`src/hw/rtl/qoi_chunk_decoder_defines.svh`:
```
// ----------------------------------------------------------------------------
// QOI chunk decoder assertion macros
// Shared concurrent-check wrappers for the decoder RTL.
// ----------------------------------------------------------------------------
`ifndef QOI_CHUNK_DECODER_DEFINES_SVH
`define QOI_CHUNK_DECODER_DEFINES_SVH

// Same-cycle implication, disabled while reset is asserted.
`define QCD_ASSERT_IMP(lbl, clk, rstn, ante, cons) \
    lbl: assert property (@(posedge clk) disable iff (!(rstn)) (ante) |-> (cons)) \
        else $error("qoi_chunk_decoder check failed");

// Next-cycle implication, disabled while reset is asserted.
`define QCD_ASSERT_NXT(lbl, clk, rstn, ante, cons) \
    lbl: assert property (@(posedge clk) disable iff (!(rstn)) (ante) |=> (cons)) \
        else $error("qoi_chunk_decoder check failed");

`endif

```
`src/hw/rtl/qcd_pkg.sv`:
```
// ----------------------------------------------------------------------------
// QOI chunk decoder package
// Op codes, tag constants and the color hash shared by the decoder.
// ----------------------------------------------------------------------------
package qcd_pkg;

    localparam int INDEX_SIZE = 64;
    localparam int HASH_W     = 13;

    localparam logic [31:0] PREV_RESET = 32'h0000_00FF;

    localparam logic [7:0] TAG_RGB  = 8'hFE;
    localparam logic [7:0] TAG_RGBA = 8'hFF;

    // Two-bit op field in the top of a tag byte
    localparam logic [1:0] OP2_INDEX = 2'b00;
    localparam logic [1:0] OP2_DIFF  = 2'b01;
    localparam logic [1:0] OP2_LUMA  = 2'b10;
    localparam logic [1:0] OP2_RUN   = 2'b11;

    localparam logic [2:0] LEFT_RGB  = 3'd3;
    localparam logic [2:0] LEFT_RGBA = 3'd4;
    localparam logic [2:0] LEFT_LUMA = 3'd1;

    typedef enum logic [1:0] {
        OP_NONE = 2'd0,
        OP_RGB  = 2'd1,
        OP_RGBA = 2'd2,
        OP_LUMA = 2'd3
    } op_t;

    // r*3 + g*5 + b*7 + a*11, full sum; callers keep the low index bits
    function automatic logic [HASH_W-1:0] px_hash_sum(input logic [31:0] px);
        logic [HASH_W-1:0] r;
        logic [HASH_W-1:0] g;
        logic [HASH_W-1:0] b;
        logic [HASH_W-1:0] a;
        r = HASH_W'(px[31:24]);
        g = HASH_W'(px[23:16]);
        b = HASH_W'(px[15:8]);
        a = HASH_W'(px[7:0]);
        return r * HASH_W'(3) + g * HASH_W'(5) + b * HASH_W'(7) + a * HASH_W'(11);
    endfunction

endpackage

```
`src/hw/rtl/qoi_chunk_decoder.sv`:
```
// ----------------------------------------------------------------------------
// QOI chunk decoder
// Decodes the QOI chunk byte stream (after the header) into RGBA pixels.
// ----------------------------------------------------------------------------
// Takes one stream byte per input word and returns decoded RGBA pixels, one
// per output word, with m_run_last set on the final pixel a byte produces.
// Raise s_start_image with the first chunk byte of an image: it clears the
// color index, sets the previous pixel to black with alpha 255 and drops any
// half-collected op. End markers are not detected; they decode as INDEX ops.
// The color index lives in a 64-entry RAM with registered read; a row of
// per-entry valid flops (cleared by reset and by start) makes unwritten
// entries read as zero, so no clearing pass is needed. A tag or operand byte
// that yields no pixel returns straight to idle; RGB/RGBA/LUMA final bytes,
// DIFF and run bytes go to the emit state; INDEX goes through accept, index
// RAM read and emit. A run of n pixels leaves one pixel per cycle through the
// output register while the output side is ready. The input is held off
// while a byte is being emitted; the next byte is taken while the last pixel
// still waits in the output register.
// ----------------------------------------------------------------------------
`include "qoi_chunk_decoder_defines.svh"

module qoi_chunk_decoder #(
    parameter int INDEX_SIZE = qcd_pkg::INDEX_SIZE
) (
    input  logic       aclk,
    input  logic       aresetn,
    // input words: one stream byte each
    input  logic       s_valid,
    output logic       s_ready,
    input  logic [7:0] s_data_byte,
    input  logic       s_start_image,
    // output words: one pixel each
    output logic       m_valid,
    input  logic       m_ready,
    output logic [7:0] m_red,
    output logic [7:0] m_green,
    output logic [7:0] m_blue,
    output logic [7:0] m_alpha,
    output logic       m_run_last
);

    localparam int AW = $clog2(INDEX_SIZE);

    typedef enum logic [1:0] {
        ST_IDLE,    // wait for a byte
        ST_READ,    // index RAM read in flight
        ST_EMIT     // push pixel(s) out, update index and previous pixel
    } state_t;

    state_t          state_reg,  state_next;
    logic [31:0]     prev_reg,   prev_next;
    qcd_pkg::op_t    pend_reg,   pend_next;
    logic [2:0]      left_reg,   left_next;
    logic [23:0]     coll_reg,   coll_next;
    logic [31:0]     px_reg,     px_next;
    logic [5:0]      run_reg,    run_next;
    logic [AW-1:0]   idx_reg,    idx_next;
    logic [INDEX_SIZE-1:0] valid_reg, valid_next;
    logic            mval_reg,   mval_next;
    logic [31:0]     mpx_reg,    mpx_next;
    logic            mlast_reg,  mlast_next;

    // effective state after an optional start
    logic [31:0]     prev_eff;
    qcd_pkg::op_t    pend_eff;
    logic [2:0]      left_eff;
    logic [23:0]     coll_eff;

    logic            accept;
    logic            out_free;
    logic [7:0]      vg;
    logic [7:0]      luma_r;
    logic [7:0]      luma_g;
    logic [7:0]      luma_b;
    logic [7:0]      diff_r;
    logic [7:0]      diff_g;
    logic [7:0]      diff_b;
    logic [AW-1:0]   hash;

    logic            ram_we;
    logic            ram_re;
    logic [31:0]     ram_rdata;

    assign s_ready  = (state_reg == ST_IDLE);
    assign accept   = s_valid && s_ready;
    assign out_free = !mval_reg || m_ready;

    assign prev_eff = s_start_image ? qcd_pkg::PREV_RESET : prev_reg;
    assign pend_eff = s_start_image ? qcd_pkg::OP_NONE : pend_reg;
    assign left_eff = s_start_image ? 3'd0 : left_reg;
    assign coll_eff = s_start_image ? 24'd0 : coll_reg;

    // LUMA: green delta from the tag byte, red/blue offsets from this byte
    assign vg     = {2'b00, coll_eff[5:0]} - 8'd32;
    assign luma_r = prev_eff[31:24] + vg + {4'b0000, s_data_byte[7:4]} - 8'd8;
    assign luma_g = prev_eff[23:16] + vg;
    assign luma_b = prev_eff[15:8]  + vg + {4'b0000, s_data_byte[3:0]} - 8'd8;

    // DIFF: each channel moves by -2..+1
    assign diff_r = prev_eff[31:24] + {6'b0, s_data_byte[5:4]} - 8'd2;
    assign diff_g = prev_eff[23:16] + {6'b0, s_data_byte[3:2]} - 8'd2;
    assign diff_b = prev_eff[15:8]  + {6'b0, s_data_byte[1:0]} - 8'd2;

    // index slot of the pixel being emitted (power-of-two modulo)
    assign hash = AW'(qcd_pkg::px_hash_sum(px_reg));

    // Reads are issued only from idle and writes only while emitting, so
    // the two never meet in one cycle and a read always sees earlier writes.
    assign ram_we = (state_reg == ST_EMIT);
    assign ram_re = accept && !(pend_eff != qcd_pkg::OP_NONE && left_eff != 3'd0)
                    && s_data_byte != qcd_pkg::TAG_RGB
                    && s_data_byte != qcd_pkg::TAG_RGBA
                    && s_data_byte[7:6] == qcd_pkg::OP2_INDEX;

    qcd_ram #(
        .WIDTH (32),
        .DEPTH (INDEX_SIZE)
    ) u_index_ram (
        .aclk  (aclk),
        .we    (ram_we),
        .waddr (hash),
        .wdata (px_reg),
        .re    (ram_re),
        .raddr (s_data_byte[AW-1:0]),
        .rdata (ram_rdata)
    );

    always_comb begin
        state_next = state_reg;
        prev_next  = prev_reg;
        pend_next  = pend_reg;
        left_next  = left_reg;
        coll_next  = coll_reg;
        px_next    = px_reg;
        run_next   = run_reg;
        idx_next   = idx_reg;
        valid_next = valid_reg;
        mval_next  = mval_reg && !m_ready;
        mpx_next   = mpx_reg;
        mlast_next = mlast_reg;

        unique case (state_reg)
            ST_IDLE: begin
                if (accept) begin
                    if (s_start_image) begin
                        valid_next = '0;
                        prev_next  = qcd_pkg::PREV_RESET;
                    end
                    if (pend_eff != qcd_pkg::OP_NONE && left_eff != 3'd0) begin
                        if (left_eff > 3'd1) begin
                            // collect an operand byte, no pixel yet
                            pend_next = pend_eff;
                            coll_next = {coll_eff[15:0], s_data_byte};
                            left_next = left_eff - 3'd1;
                        end else begin
                            // final byte of a multi-byte op
                            pend_next  = qcd_pkg::OP_NONE;
                            left_next  = 3'd0;
                            coll_next  = 24'd0;
                            run_next   = 6'd0;
                            state_next = ST_EMIT;
                            case (pend_eff)
                                qcd_pkg::OP_LUMA: px_next = {luma_r, luma_g, luma_b,
                                                             prev_eff[7:0]};
                                qcd_pkg::OP_RGB:  px_next = {coll_eff[15:0], s_data_byte,
                                                             prev_eff[7:0]};
                                default:          px_next = {coll_eff, s_data_byte};
                            endcase
                        end
                    end else begin
                        pend_next = qcd_pkg::OP_NONE;
                        left_next = 3'd0;
                        coll_next = 24'd0;
                        run_next  = 6'd0;
                        if (s_data_byte == qcd_pkg::TAG_RGB) begin
                            pend_next = qcd_pkg::OP_RGB;
                            left_next = qcd_pkg::LEFT_RGB;
                        end else if (s_data_byte == qcd_pkg::TAG_RGBA) begin
                            pend_next = qcd_pkg::OP_RGBA;
                            left_next = qcd_pkg::LEFT_RGBA;
                        end else begin
                            unique case (s_data_byte[7:6])
                                qcd_pkg::OP2_INDEX: begin
                                    idx_next   = s_data_byte[AW-1:0];
                                    state_next = ST_READ;
                                end
                                qcd_pkg::OP2_DIFF: begin
                                    px_next    = {diff_r, diff_g, diff_b, prev_eff[7:0]};
                                    state_next = ST_EMIT;
                                end
                                qcd_pkg::OP2_LUMA: begin
                                    pend_next = qcd_pkg::OP_LUMA;
                                    left_next = qcd_pkg::LEFT_LUMA;
                                    coll_next = {16'd0, s_data_byte};
                                end
                                default: begin
                                    // run: repeat the previous pixel
                                    px_next    = prev_eff;
                                    run_next   = s_data_byte[5:0];
                                    state_next = ST_EMIT;
                                end
                            endcase
                        end
                    end
                end
            end
            ST_READ: begin
                // unwritten entries since the last start read as zero
                px_next    = valid_reg[idx_reg] ? ram_rdata : 32'd0;
                state_next = ST_EMIT;
            end
            ST_EMIT: begin
                // rewriting the same entry on every run pixel is harmless
                prev_next        = px_reg;
                valid_next[hash] = 1'b1;
                if (out_free) begin
                    mval_next  = 1'b1;
                    mpx_next   = px_reg;
                    mlast_next = (run_reg == 6'd0);
                    if (run_reg == 6'd0) begin
                        state_next = ST_IDLE;
                    end else begin
                        run_next = run_reg - 6'd1;
                    end
                end
            end
            default: begin
                state_next = ST_IDLE;
            end
        endcase
    end

    always_ff @(posedge aclk) begin
        if (!aresetn) begin
            state_reg <= ST_IDLE;
            prev_reg  <= qcd_pkg::PREV_RESET;
            pend_reg  <= qcd_pkg::OP_NONE;
            left_reg  <= 3'd0;
            coll_reg  <= 24'd0;
            run_reg   <= 6'd0;
            valid_reg <= '0;
            mval_reg  <= 1'b0;
        end else begin
            state_reg <= state_next;
            prev_reg  <= prev_next;
            pend_reg  <= pend_next;
            left_reg  <= left_next;
            coll_reg  <= coll_next;
            run_reg   <= run_next;
            valid_reg <= valid_next;
            mval_reg  <= mval_next;
        end
        px_reg    <= px_next;
        idx_reg   <= idx_next;
        mpx_reg   <= mpx_next;
        mlast_reg <= mlast_next;
    end

    assign m_valid    = mval_reg;
    assign m_red      = mpx_reg[31:24];
    assign m_green    = mpx_reg[23:16];
    assign m_blue     = mpx_reg[15:8];
    assign m_alpha    = mpx_reg[7:0];
    assign m_run_last = mlast_reg;

    // A pending op always has operand bytes still to come
    `QCD_ASSERT_IMP(a_pend_has_left, aclk, aresetn,
        pend_reg != qcd_pkg::OP_NONE, left_reg != 3'd0)
    // Index RAM read and write never share a cycle
    `QCD_ASSERT_IMP(a_ram_no_overlap, aclk, aresetn, ram_we, !ram_re)
    // Read data is consumed in the cycle after the read
    `QCD_ASSERT_NXT(a_read_to_emit, aclk, aresetn,
        state_reg == ST_READ, state_reg == ST_EMIT)
    // The last pixel of a byte returns the decoder to idle
    `QCD_ASSERT_NXT(a_last_to_idle, aclk, aresetn,
        state_reg == ST_EMIT && out_free && run_reg == 6'd0,
        state_reg == ST_IDLE && mval_reg && mlast_reg)

endmodule

```
`src/hw/rtl/qcd_ram.sv`:
```
// ----------------------------------------------------------------------------
// Generic simple dual-port RAM
// One write port, one read port, read data registered.
// ----------------------------------------------------------------------------
module qcd_ram #(
    parameter int WIDTH = 32,
    parameter int DEPTH = 64
) (
    input  logic                     aclk,
    input  logic                     we,
    input  logic [$clog2(DEPTH)-1:0] waddr,
    input  logic [WIDTH-1:0]         wdata,
    input  logic                     re,
    input  logic [$clog2(DEPTH)-1:0] raddr,
    output logic [WIDTH-1:0]         rdata
);

    logic [WIDTH-1:0] mem [DEPTH];
    logic [WIDTH-1:0] rdata_reg;

    always_ff @(posedge aclk) begin
        if (we) begin
            mem[waddr] <= wdata;
        end
        if (re) begin
            rdata_reg <= mem[raddr];
        end
    end

    assign rdata = rdata_reg;

endmodule
```
`config.mk`:
```
export PLATFORM = sky130hd
export DESIGN_NAME = qoi_chunk_decoder
export DESIGN_NICKNAME = d
export VERILOG_FILES = /design/src/hw/rtl/qcd_pkg.sv /design/src/hw/rtl/qoi_chunk_decoder.sv /design/src/hw/rtl/qcd_ram.sv
export VERILOG_INCLUDE_DIRS = /design/src /design/src/hw/rtl
export SDC_FILE = /design/constraint.sdc
export NUM_CORES = 2
export LEC_CHECK = 0
export ABC_AREA = 1
export BUFFER_PORTS_ARGS = -buffer_cell sky130_fd_sc_hd__buf_2
export CORE_AREA = 2 2 456 458
export CTS_CLUSTER_DIAMETER = 40
export DETAILED_ROUTE_END_ITERATION = 10
export DIE_AREA = 0 0 458 460
export RECOVER_POWER = 25
export SLEW_MARGIN = 40
export SYNTH_ARGS = -nofsm -noshare
export SYNTH_HDL_FRONTEND = slang
export SYNTH_SLANG_ARGS = --single-unit
```
`constraint.sdc`:
```
create_clock -name aclk -period 7.9 [get_ports aclk]
set_clock_uncertainty 0.1 [all_clocks]
set_input_delay 1.58 -clock aclk [delete_from_list [all_inputs] [get_ports aclk]]
set_output_delay 1.58 -clock aclk [all_outputs]
set_load 0.05 [all_outputs]
```
==> impl_metrics.json <==
{
  "status": "finished, violations left",
  "violations": "max-capacitance violations, max-slew violations",
  "slew_violations": 1206,
  "die_h_um": 460,
  "worstHoldStart": "valid_reg[14]$_SDFFE_PN0P_",
  "track_usage_pct": 27.73,
  "worstPathRequired_ns": 8.41,
  "synth_area_mm2": 0.09229,
  "area_growth_pct": 16.33,
  "wl_per_cell_um": 29.39,
  "yosys_warnings": 0,
  "rows": 167,
  "cts_max_path_buffers": 4,
  "first_iter_violations": 8749,
  "cts-resized-gates": 0,
  "clockRootBuffer": "clkbuf_16",
  "slew_headroom_pct": -236.1,
  "synth_ff_type": "edfxtp_1",
  "seqCellArea_mm2": 0.06727,
  "yosys.area.top_type": "edfxtp_1",
  "totalWireLength_um": 296900,
  "rsz0062_at_grt": "false",
  "ant_nets": 0,
  "vias": 62400,
  "ios": 48,
  "reg2reg_from": "px_reg[27]$_DFFE_PP_",
  "timing_worst_slew_pin_value_ns": 5.042,
  "reg2reg_slack_ns": 1.01,
  "setup_tns_ns": 0,
  "r2r_end": "u_index_ram.mem[43][26]$_DFFE_PP_",
  "end_kind": "flop",
  "synth-edff-count": 2151,
  "hold_end": "valid_reg[14]$_SDFFE_PN0P_",
  "first_pass_iters": 6,
  "initial_core_util_pct": 44.79,
  "synthTopCellsByArea": "edfxtp_1, o21ai_0, nor2_1",
  "ys_async_sr_fraction_pct": 0,
  "critPathMaxFanout": 32,
  "core_mm2": 0.2060,
  "gr-total-overflow": 0,
  "die_area_mm2": 0.2107,
  "worstRegToRegCells": 21,
  "place_hpwl_um": 167800,
  "p_leak_nw": 35.33,
  "clk_latency_ns": 0.95,
  "final_nets": 7276,
  "finalHoldViolations": 0,
  "die_x_um": 458,
  "synth.avg_cell_area_um2": 13.18,
  "synth_top_area_share_pct": 69.99,
  "worst_hold_path.num_cells": 2,
  "antenna_found_initial": 17,
  "p_total_mw": 41.34,
  "drt-vias-per-instance": 6.177,
  "numClockSinks": 2285,
  "fin_crit_sh_pct": 87.20,
  "pre_cts_slack_ns": 1.616,
  "worstSetupPathType": "reg2reg",
  "cap_violations": 26,
  "cts_setup_buffers": 0,
  "grt_pass1_vias": 59540,
  "arrival_ns": 7.40,
  "cts_hold_buf": 0,
  "fmax_mhz": 145.2,
  "syn_inst": 7001,
  "ys_seq_elements": 2285,
  "powerDensity_mw_per_mm2": 385.0,
  "grt_pass1_wl_um": 425100,
  "setup_slack_ns": 1.011,
  "drive_above_1_share_pct": 12.54,
  "min_path_type": "reg2reg",
  "cts.clk_slew.worst_paths_ns": 0.06,
  "ys_types": 60,
  "setup_viol": 0,
  "crit_path_start_kind": "flop",
  "cts_made_buffers": 334,
  "finalCriticalPeriod_ns": 6.889,
  "syn_nets": 7135,
  "vdd_drop_max_mv": 1.032,
  "yosysSeqAreaShare_pct": 72.90,
  "drc": 0,
  "tritoncts": "yes",
  "gp_congestion": 0.8938,
  "grt_max_degree": 148,
  "cts_htree_levels": 5,
  "multiInputGateArea_mm2": 0.02228,
  "nFillCells": 17200,
  "io_buffer_count": 47,
  "largest_reg_flops": 2048
}
==> cell type report <==
class	count	area share [%]
antenna	8	0.01865
clock inverter	214	2.090
sequential	2285	62.66
clock buffer	370	8.137
timing repair buffer	276	2.086
tap	2704	3.151
multi-input combinational	3944	20.76
inverter	301	1.096
==> cell families after synthesis <==
group	count (synthesis)	synth area share [%]
flip-flops	2285	72.90
AND/OR/NAND/NOR	1911	8.811
AO/OA/AOI/OAI	1892	12.67
buffers and inverters	772	3.469
adder cells (fa/ha/maj)	121	1.941
XOR/XNOR	20	0.2101
==> power breakdown <==
group	internal, mW	switching [mW]
logic	2.23	8.59
registers	15.5	0.376
clock network	9.02	5.57
==> critical path: stages, from the launching register on <==
cell      delay, ns
edfxtp_1       0.34
clkbuf_1       1.27
fa_1           0.63
inv_1          0.10
fa_1           0.44
fa_1           0.55
fa_1           0.50
inv_1          0.04
ha_1           0.40
nand3_2        0.11
nand3_2        0.08
nand3_1        0.08
nand2_1        0.10
inv_1          0.05
nand2_1        0.07
nand2_2        0.08
inv_2          0.07
nand2_4        0.07
nand2_4        0.30
nand4_1        0.23
nor2_4         0.55
buf_4          0.37
==> cell usage in the layout, fill, tap and decap left out, types with 53 or more instances in the layout <==
cell type / n
ha_1: 84
o2111ai_1: 105
nand3_1: 383
clkbuf_1: 53
inv_1: 274
a22oi_1: 215
o21ai_1: 76
nand2_1: 645
a21oi_1: 176
edfxtp_1: 2151
a221oi_1: 218
o211ai_1: 102
buf_4: 162
clkbuf_16: 344
o21ai_0: 927
nor2_1: 720
dfxtp_1: 134
==> how the worst max path moves through the flow <==
stage / start / slack [ns] / to / depth (start not counted)
after floorplan: px_reg[10]$_DFFE_PP_ / -0.17 / u_index_ram.mem[16][0]$_DFFE_PP_ / 22
after global placement: px_reg[9]$_DFFE_PP_ / 1.53 / u_index_ram.mem[43][4]$_DFFE_PP_ / 23
after detailed placement: px_reg[9]$_DFFE_PP_ / 1.62 / u_index_ram.mem[43][4]$_DFFE_PP_ / 22
after CTS: px_reg[9]$_DFFE_PP_ / 1.57 / u_index_ram.mem[43][26]$_DFFE_PP_ / 22
after global routing: px_reg[27]$_DFFE_PP_ / 0.67 / u_index_ram.mem[43][26]$_DFFE_PP_ / 21
final: px_reg[27]$_DFFE_PP_ / 1.01 / u_index_ram.mem[43][26]$_DFFE_PP_ / 21
==> through the flow <==
step           std cells  cell area (µm²)  hold slack [ns]  utilization, %
2_1_floorplan       7001            92290           0.3268               -
3_3_place_gp        9500            96280           0.3328           46.73
3_5_place_dp        9506            96480           0.3389           46.83
4_1_cts            10090           107500           0.3461           52.16
5_1_grt            10100           107300           0.3647           52.10
6_report           10100           107400           0.3465           52.11
==> cells in the mapped netlist, types with 34 or more instances <==
| master | instances |
|---|---|
| edfxtp_1 | 2151 |
| o2111ai_1 | 105 |
| nand2_1 | 645 |
| nor3_1 | 34 |
| clkbuf_1 | 288 |
| a22oi_1 | 215 |
| nor2_1 | 755 |
| fa_1 | 37 |
| nand3_1 | 383 |
| ha_1 | 84 |
| o21ai_1 | 75 |
| a221oi_1 | 218 |
| o211ai_1 | 102 |
| nand4_1 | 37 |
| inv_1 | 276 |
| dfxtp_1 | 134 |
| buf_1 | 37 |
| a21oi_1 | 176 |
| buf_2 | 120 |
| o21ai_0 | 928 |
==> per-layer routing <==
layer	track usage [%]	routed length, µm	vias up
met2	41.43	131500	3605
li1	-	-	26700
met4	11.76	13060	2
met3	7.087	33960	556
met1	38.54	118400	31540
met5	0	13	-
(Power assumes the default switching activity.)
